==> src/hdl/iclp_pkg.sv <==
// Types and constants shared by the command list parser modules.
// No dependencies.
`default_nettype none

package iclp_pkg;

	localparam logic [2:0] PH_IDLE  = 3'd0;
	localparam logic [2:0] PH_CMD   = 3'd1;
	localparam logic [2:0] PH_COUNT = 3'd2;
	localparam logic [2:0] PH_ARGS  = 3'd3;
	localparam logic [2:0] PH_DELAY = 3'd4;
	localparam logic [2:0] PH_DONE  = 3'd5;

	localparam logic [1:0] KIND_CMD   = 2'd0;
	localparam logic [1:0] KIND_DATA  = 2'd1;
	localparam logic [1:0] KIND_DELAY = 2'd2;
	localparam logic [1:0] KIND_END   = 2'd3;

	localparam logic [7:0] DELAY_LONG_CODE = 8'hFF;
	localparam logic [8:0] DELAY_LONG_MS   = 9'd500;

	typedef struct packed {
		logic [7:0] list_byte;
		logic       list_start;
	} iclp_item_t;

	typedef struct packed {
		logic [1:0] out_kind;
		logic [8:0] out_value;
		logic       list_done;
	} iclp_result_t;

	typedef struct packed {
		logic [2:0] phase;
		logic [7:0] commands_left;
		logic [6:0] args_left;
		logic       delay_pending;
	} iclp_state_t;

endpackage

`default_nettype wire

==> src/hdl/iclp_step.sv <==
// Next-state and result logic for one list byte of the command list parser.
// Depends on iclp_pkg.
`default_nettype none

module iclp_step (
	input  iclp_pkg::iclp_state_t  cur,
	input  iclp_pkg::iclp_item_t   item,
	output iclp_pkg::iclp_state_t  nxt,
	output logic                   emit,
	output iclp_pkg::iclp_result_t res
);

	logic [7:0] b;
	logic [6:0] args_dec;

	assign b        = item.list_byte;
	assign args_dec = cur.args_left - 7'd1;

	always_comb begin
		nxt            = cur;
		emit           = 1'b0;
		res.out_kind   = iclp_pkg::KIND_END;
		res.out_value  = '0;
		res.list_done  = 1'b0;
		if (item.list_start) begin
			nxt.args_left     = '0;
			nxt.delay_pending = 1'b0;
			nxt.commands_left = b;
			if (b == 8'd0) begin
				nxt.phase     = iclp_pkg::PH_DONE;
				emit          = 1'b1;
				res.list_done = 1'b1;
			end else begin
				nxt.phase = iclp_pkg::PH_CMD;
			end
		end else begin
			unique case (cur.phase)
				iclp_pkg::PH_CMD: begin
					nxt.commands_left = cur.commands_left - 8'd1;
					nxt.phase         = iclp_pkg::PH_COUNT;
					emit              = 1'b1;
					res.out_kind      = iclp_pkg::KIND_CMD;
					res.out_value     = {1'b0, b};
				end
				iclp_pkg::PH_COUNT: begin
					nxt.args_left     = b[6:0];
					nxt.delay_pending = b[7];
					if (b[6:0] != 7'd0) begin
						nxt.phase = iclp_pkg::PH_ARGS;
					end else if (b[7]) begin
						nxt.phase = iclp_pkg::PH_DELAY;
					end else if (cur.commands_left == 8'd0) begin
						nxt.phase     = iclp_pkg::PH_DONE;
						emit          = 1'b1;
						res.list_done = 1'b1;
					end else begin
						nxt.phase = iclp_pkg::PH_CMD;
					end
				end
				iclp_pkg::PH_ARGS: begin
					nxt.args_left = args_dec;
					emit          = 1'b1;
					res.out_kind  = iclp_pkg::KIND_DATA;
					res.out_value = {1'b0, b};
					if (args_dec == 7'd0) begin
						if (cur.delay_pending) begin
							nxt.phase = iclp_pkg::PH_DELAY;
						end else if (cur.commands_left == 8'd0) begin
							nxt.phase     = iclp_pkg::PH_DONE;
							res.list_done = 1'b1;
						end else begin
							nxt.phase = iclp_pkg::PH_CMD;
						end
					end
				end
				iclp_pkg::PH_DELAY: begin
					nxt.delay_pending = 1'b0;
					emit              = 1'b1;
					res.out_kind      = iclp_pkg::KIND_DELAY;
					res.out_value     = (b == iclp_pkg::DELAY_LONG_CODE) ?
						iclp_pkg::DELAY_LONG_MS : {1'b0, b};
					if (cur.commands_left == 8'd0) begin
						nxt.phase     = iclp_pkg::PH_DONE;
						res.list_done = 1'b1;
					end else begin
						nxt.phase = iclp_pkg::PH_CMD;
					end
				end
				default: begin
					nxt = cur;
				end
			endcase
		end
	end

endmodule

`default_nettype wire

==> src/hdl/init_command_list_parser.sv <==
// Command list parser top level: input register, parse state, result register.
// Depends on iclp_pkg and iclp_step.
//
//   channel  | handshake                   | payload
//   ---------+-----------------------------+------------------------
//   item     | item_valid / item_stall     | iclp_item_t   (byte, start)
//   result   | result_valid / result_stall | iclp_result_t (kind, value, done)
//
// One byte per cycle unless results stall; results leave from a register.
// The single parse step between the input and result registers sets that rate.
// Reset puts the parser idle, waiting for a byte with list_start set.
// A stalled result holds; the input register still takes one byte behind it.
`default_nettype none

module init_command_list_parser (
	input  wire                    clk,
	input  wire                    arst_n,
	input  wire                    item_valid,
	output logic                   item_stall,
	input  iclp_pkg::iclp_item_t   item,
	output logic                   result_valid,
	input  wire                    result_stall,
	output iclp_pkg::iclp_result_t result
);

	logic                   valid_s1;
	iclp_pkg::iclp_item_t   item_s1;
	iclp_pkg::iclp_state_t  state_q;
	iclp_pkg::iclp_state_t  state_nxt;
	logic                   emit;
	iclp_pkg::iclp_result_t res;
	logic                   out_free;
	logic                   adv_s1;

	assign out_free   = !result_valid || !result_stall;
	assign adv_s1     = valid_s1 && out_free;
	assign item_stall = valid_s1 && !out_free;

	iclp_step u_step (
		.cur  (state_q),
		.item (item_s1),
		.nxt  (state_nxt),
		.emit (emit),
		.res  (res)
	);

	always_ff @(posedge clk or negedge arst_n) begin
		if (!arst_n) begin
			valid_s1 <= 1'b0;
		end else if (!item_stall) begin
			valid_s1 <= item_valid;
		end
	end

	always_ff @(posedge clk) begin
		if (item_valid && !item_stall) begin
			item_s1 <= item;
		end
	end

	always_ff @(posedge clk or negedge arst_n) begin
		if (!arst_n) begin
			state_q.phase         <= iclp_pkg::PH_IDLE;
			state_q.commands_left <= '0;
			state_q.args_left     <= '0;
			state_q.delay_pending <= 1'b0;
		end else if (adv_s1) begin
			state_q <= state_nxt;
		end
	end

	always_ff @(posedge clk or negedge arst_n) begin
		if (!arst_n) begin
			result_valid <= 1'b0;
		end else if (out_free) begin
			result_valid <= adv_s1 && emit;
		end
	end

	always_ff @(posedge clk) begin
		if (adv_s1 && emit) begin
			result <= res;
		end
	end

endmodule

`default_nettype wire

==> config.mk <==
export PLATFORM = sky130hd
export DESIGN_NAME = init_command_list_parser
export DESIGN_NICKNAME = d
export VERILOG_FILES = /design/src/hdl/iclp_pkg.sv /design/src/hdl/iclp_step.sv /design/src/hdl/init_command_list_parser.sv
export SDC_FILE = /design/constraint.sdc
export NUM_CORES = 1
export LEC_CHECK = 0
export ABC_AREA = 1
export BUFFER_PORTS_ARGS = -buffer_cell sky130_fd_sc_hd__buf_2
export CAP_MARGIN = 10
export CORE_ASPECT_RATIO = 0.8
export CORE_MARGIN = 10
export CORE_UTILIZATION = 40
export DETAILED_ROUTE_END_ITERATION = 7
export RECOVER_POWER = 50
export SLEW_MARGIN = 10
export SYNTH_ARGS = -nofsm -noshare
export SYNTH_HDL_FRONTEND = slang
export SYNTH_SLANG_ARGS = --single-unit
==> constraint.sdc <==
create_clock -name clk -period 2.2 [get_ports clk]
set_input_delay 0.11 -clock clk [delete_from_list [all_inputs] [get_ports clk]]
set_output_delay 0.11 -clock clk [all_outputs]
set_load 0.03 [all_outputs]
## Yosys cells after proc, flatten, opt, wreduce, memory -nomap -nowiden

Index checks and enable logic that the tools add are counted.

| storage, ports and cells | value |
|---|---|
| bits in registers | 42 |
| bits of input ports | 13 |
| output and inout bits | 14 |
| logic and storage cells | 64 |

| cells by class | value |
|---|---|
| add/subtract/negate cells | 2 |
| equal/unequal tests | 6 |
| muxes and demuxes | 23 |
| reduce and logical (&&, ||, !) cells | 22 |

Operators by type and width:

| operator | count |
|---|---|
| one-hot mux 11 bit (3 select lines) | 1 |
| 2-to-1 mux 19 bit | 1 |
| 2-to-1 mux 3 bit | 6 |
| logical NOT 8 bit | 2 |
| one-hot mux 7 bit (2 select lines) | 1 |
| one-hot mux 3 bit (4 select lines) | 1 |
| 2-to-1 mux 9 bit | 1 |
| equality test 8 bit, second input constant | 1 |
| 2-to-1 mux 1 bit | 8 |
| 2-to-1 mux 8 bit | 1 |
| subtractor 8 x 1 -> 8 bit, second input constant | 1 |
| logical NOT 7 bit | 1 |
| nonzero test 7 bit | 1 |
| subtractor 7 x 1 -> 7 bit, second input constant | 1 |
| equality test 3 x 2 -> 1 bit, second input constant | 2 |
| AND reduction 2 bit | 3 |
| nonzero test 3 bit | 2 |
| nonzero test 5 bit | 1 |
| logical AND 1 bit | 4 |
| logical NOT 1 bit | 4 |
| one-hot mux 1 bit (2 select lines) | 2 |
| equality test 3 x 1 -> 1 bit, second input constant | 1 |
| equality test 3 bit, second input constant | 1 |
| inequality test 3 x 2 -> 1 bit, second input constant | 1 |
| 5 further kinds | 5 |

## Longest topological paths before layout

| logic depth | value |
|---|---|
| word-level depth | 7 |
| gate-level depth with buffers | 13 |
| mapped depth without buffers | 13 |

## Cells and area by module

Synthesis repeated with hierarchy kept, for this count alone.

| unflattened totals | value |
|---|---|
| cells, all modules | 321 |
| area, all modules | 2,463.6 um2 |

By module, submodules not included:

| module | times used | cells an instance | area an instance (um2) | sequential area each (um2) |
|---|---|---|---|---|
| init_command_list_parser | 1 | 116 | 1,496.4 | 1,156.1 |
| iclp_step | 1 | 205 | 967.2 | 0.0 |

## Worst setup path before layout

OpenSTA, ideal clock, no wires.

| timing | value |
|---|---|
| path type | register to register |
| from | reg state_q[8] in the netlist's numbering |
| to | reg result[0] in the netlist's numbering (enable) |
| library setup time | 0.344 ns |
| arrival time | 1.434 ns |
| data required time | 1.856 ns |
| path slack | 0.422 ns |
| cell stages (with the launch flop) | 11 |
| path buffers | 0 |
| period minus slack after synthesis | 1.778 ns |
| path through | dfrtp_1 -> inv_1 -> ha_1 -> nand2_1 -> nor2_1 -> nand2_1 -> nor2_1 -> o21ai_0 -> nand2_1 -> nand2_1 -> inv_1 |

| between the ends | value |
|---|---|
| longest elaborated chain between the ends | 7 |

Ends and longest elaborated chain:

| item | RTL line | text |
|---|---|---|
| start: declaration | init_command_list_parser.sv:28 | `iclp_pkg::iclp_state_t state_q;` |
| start signal: assignment | init_command_list_parser.sv:68 | `state_q <= state_nxt;` |
| logical NOT 8 bit | iclp_step.sv:52 | `end else if (cur.commands_left == 8'd0) begin` |
| 2-to-1 mux 1 bit | iclp_step.sv:52 |  |
| 2-to-1 mux 1 bit | iclp_step.sv:50 | `end else if (b[7]) begin` |
| 2-to-1 mux 1 bit | iclp_step.sv:48 | `if (b[6:0] != 7'd0) begin` |
| one-hot mux 1 bit (2 select lines) | iclp_step.sv:37 | `unique case (cur.phase)` |
| 2-to-1 mux 1 bit | iclp_step.sv:25 | `if (item.list_start) begin` |
| logical AND 1 bit | init_command_list_parser.sv:81 | `if (adv_s1 && emit) begin` |
| end signal: assignment | init_command_list_parser.sv:82 | `result <= res;` |
| end: declaration | init_command_list_parser.sv:23 | `output iclp_pkg::iclp_result_t result` |

No other way between the ends.
A chain may end at the register's enable or synchronous reset.

## Final worst setup path

| timing | value |
|---|---|
| from | reg state_q[8] in the netlist's numbering |
| to | reg result[6] in the netlist's numbering (enable) |

Same word-level chain as after synthesis.

==> metrics.md <==
| Metric | Value |
|---|---|
| Sw Ratio | `42.6%` |
| CTS tree | `yes` |
| Total negative slack | `0 ps` |
| Delay-heaviest family, CP | `simple AND/OR/NAND/NOR gates` |
| Yosys warnings | `0` |
| Critical Path Start Type | `register` |
| IO Port Bufs | `26` |
| Initial DRC count | `124` |
| Critical-path top delay cell | `dfrtp_1` |
| Leakage | `1.19 nW` |
| Net switching power | `0.00123 W` |
| Final nets | `330` |
| Cells after Synth | `272` |
| Drt wl/cell | `12.9 microns` |
| CTS Sinks | `42` |
| Max-cap violations | `0` |
| Clock network power share | `16.5%` |
| Initial Util | `41.6%` |
| Tcrit/Tclk final | `88.1%` |
| Placed Area | `2500 sq um` |
| Total CTS buffers | `5` |
| Fin area | `2660 sq um` |
| RD Place Congestion | `0.880` |
| Clk_lat worst skew | `300 ps` |
| Non-filler cells, final | `392` |
| Drt drc | `0` |
| Initial antenna violation count | `0` |
| Cells after DPL | `374` |
| CP required | `2190 ps` |
| 1st-pass router iterations | `4` |
| Area of the die | `9110 sq um` |
| Post-DP HPWL | `3.84 mm` |
| Post-Route Skew | `4.86 ps` |
| Most Frequent Cell on Critical Path | `nand2_1` |
| Critical Path Sink Type | `register` |
| Pint | `0.00166 W` |
| Crit Path Class | `register to register` |
| RSZ-0062 raised after global routing | `no` |
| Chip Height | `87.4 microns` |
| Global-route wire length before repair | `8.71 mm` |
| Postcts setup bufs | `0` |
| Cell variety after synth | `33` |
| Max-slew violation count | `0` |
| Max VDD drop | `0.000486 V` |
| Clock transition at path regs | `80 ps` |
| Layout cells sized above 1 | `11.8%` |
| CTS Buffer Depth | `2` |
| Largest net degree at the start of global routing | `22` |
| Routed vias | `1898` |
| N_diodes | `0` |
| CP arrival | `1930 ps` |
| Total gr overflow | `0` |
| Buffers & Inverters on Critical Path | `2` |
| Post-Syn Area per Cell | `8.35 sq um` |
| Row cnt | `24` |
| Run status | `finished, final reports clean` |
| Hold Fails Final Rpt | `0` |
| Peak Freq | `0.516 GHz` |
| Sequential fraction of design power | `41.3%` |
| Root Buffer | `clkbuf_8` |
| Setup violators final | `0` |
| Layout overhead on the synthesized area | `17.2%` |
| Max incr delay on CP | `380 ps` |
| Worst hold path class | `input pin to register` |
| Crit-path max FO | `12` |
| Slew @ Worst Pin | `1280 ps` |
| Crit path cell chain | `inv_1, ha_1, nand2_1, nor2_1, nand2_1, nor2_1, o21ai_0, nand2_1, nand2_1, clkinvlp_4` |
| Routed wire length | `5.07 mm` |
| Power Dens Cells | `1090 nW/um^2` |
| Vias/cell | `4.84` |
| Combinational share of power | `42.2%` |
| H-Tree Depth | `2` |
| GRT Resource Usage Total | `11.8%` |
| Final hold slack | `32.5 ps` |
| Antenna viol nets, final | `0` |
| Overall die width | `104 microns` |
| Flops & latches, synth | `42` |
| Syn Std Cell Area | `2270 sq um` |
| Filler instances | `547` |
| Core ar. | `5470 sq um` |
| Syn nets | `289` |
| Max-Slew Margin vs Limit | `14.8%` |
| Crit path time final | `1940 ps` |
| Post-synthesis sequential area ratio | `50.9%` |
| IO Count | `27` |
| Vias in the first global route | `1826` |
## through the flow
step           utilization [%]  setup WS [ps]  power, W
3_5_place_dp              45.7            150   0.00243
2_1_floorplan                -            422   0.00213
3_3_place_gp              45.7            197   0.00242
5_1_grt                   48.7           7.32   0.00318
4_1_cts                   48.8            139   0.00292
6_report                  48.7            262   0.00290
## flip-flops by register name, indices dropped and copies added (netlist names)
name,flops
state_q,19
result,12
item_s1,9
result_valid,1
valid_s1,1
## area by class of cell
type	count	area, sq um	share of cell area (%)
multi-input cells	183	932	35.0
repair buffers	39	235	8.83
inverters	42	161	6.06
clock inverters	2	8.76	0.329
flip-flops and latches	42	1160	43.4
well taps	78	97.6	3.66
clock buffers	6	72.6	2.72
## cell usage in the layout (no fill, tap or decap), drive strengths merged, types with 2 or more instances in the layout
cell type,count
o22ai,2
ha,4
dlygate4sd3,10
clkbuf,20
nor4,2
nand3,18
nand2,67
nor2,25
buf,15
edfxtp,21
a21oi,9
dfrtp,21
nor3,10
xor2,2
inv,41
a22oi,3
o21ai,33
nand4,3
clkinv,2
## power groups by stage
stage	Sequential [W]	Clock [W]	Combinational, W
floorplan	0.00124	0	0.000892
CTS	0.00120	0.000491	0.00123
global placement	0.00121	0	0.00121
finish	0.00120	0.000478	0.00122
global route	0.00123	0.000533	0.00142
detailed placement	0.00121	0	0.00122
## metal layers
| layer | up-vias | part of all wire (%) | global-route usage [%] |
|---|---|---|---|
| li1 | 979 | - | - |
| met1 | 870 | 51 | 16.4 |
| met3 | 7 | 6.3 | 3.62 |
| met4 | 0 | 1.1 | 4.29 |
| met5 | - | 0 | 0 |
| met2 | 42 | 42 | 16.6 |
## repair_timing
| item | 4_1_cts | 5_1_grt |
|---|---|---|
| endpoints found under the hold margin | 29 | 1 |
| endpoints found under the setup margin | 0 | 12 |
| gates resized for setup | 0 | 1 |
| hold buffers | 9 | 1 |
## synth_stat cells
library cell | instances | area share (%)
nand2_1 | 65 | 11
inv_1 | 37 | 6.1
o21ai_0 | 31 | 6.8
nor2_1 | 23 | 3.8
dfrtp_1 | 21 | 23
edfxtp_1 | 21 | 28
nand3_1 | 16 | 3.5
nor3_1 | 9 | 2.0
a21oi_1 | 8 | 1.8
inv_2 | 5 | 0.83
ha_1 | 4 | 2.2
a22oi_1 | 3 | 0.99
buf_2 | 3 | 0.66
nand4_1 | 3 | 0.83
nand2_2 | 2 | 0.55
nor4_1 | 2 | 0.55
o22ai_1 | 2 | 0.55
xor2_1 | 2 | 0.77
a21oi_2 | 1 | 0.39
a22o_1 | 1 | 0.39
a31oi_4 | 1 | 0.94
and3_1 | 1 | 0.28
buf_4 | 1 | 0.33
clkbuf_1 | 1 | 0.17
nand3_2 | 1 | 0.44
nand3_4 | 1 | 0.77
nor2_2 | 1 | 0.28
nor2_4 | 1 | 0.50
nor3_4 | 1 | 0.72
o211ai_1 | 1 | 0.33
o21ai_1 | 1 | 0.22
o21ai_2 | 1 | 0.39
o31ai_1 | 1 | 0.33
## final timing paths
path	slack [ps]	to	from	cells after the start
hold / removal	30	valid_s1	item_valid	3
setup reg to reg	260	result[6]	state_q[8]	10
min in group asynchronous	610	state_q[13]	arst_n	2
setup / recovery	260	result[6]	state_q[8]	10
hold reg to reg	510	state_q[0]	state_q[0]	2
max in group asynchronous	830	valid_s1	arst_n	2
## tightest hold or removal path, stage by stage
cell	delay, ps
buf_2	70
nand2_1	60
nand2_1	50
## cell families after synthesis
group                      after synthesis  share of synthesized area, %
and+or+nand+nor                        126                          24.9
AOI/OAI and AO/OA                       51                          13.1
buffers and inverters                   47                          8.09
DFF                                     42                          50.9
adders and majority gates                4                          2.20
xor gates and xnor gates                 2                         0.771
Note: power is estimated with default switching activity, not from simulation.
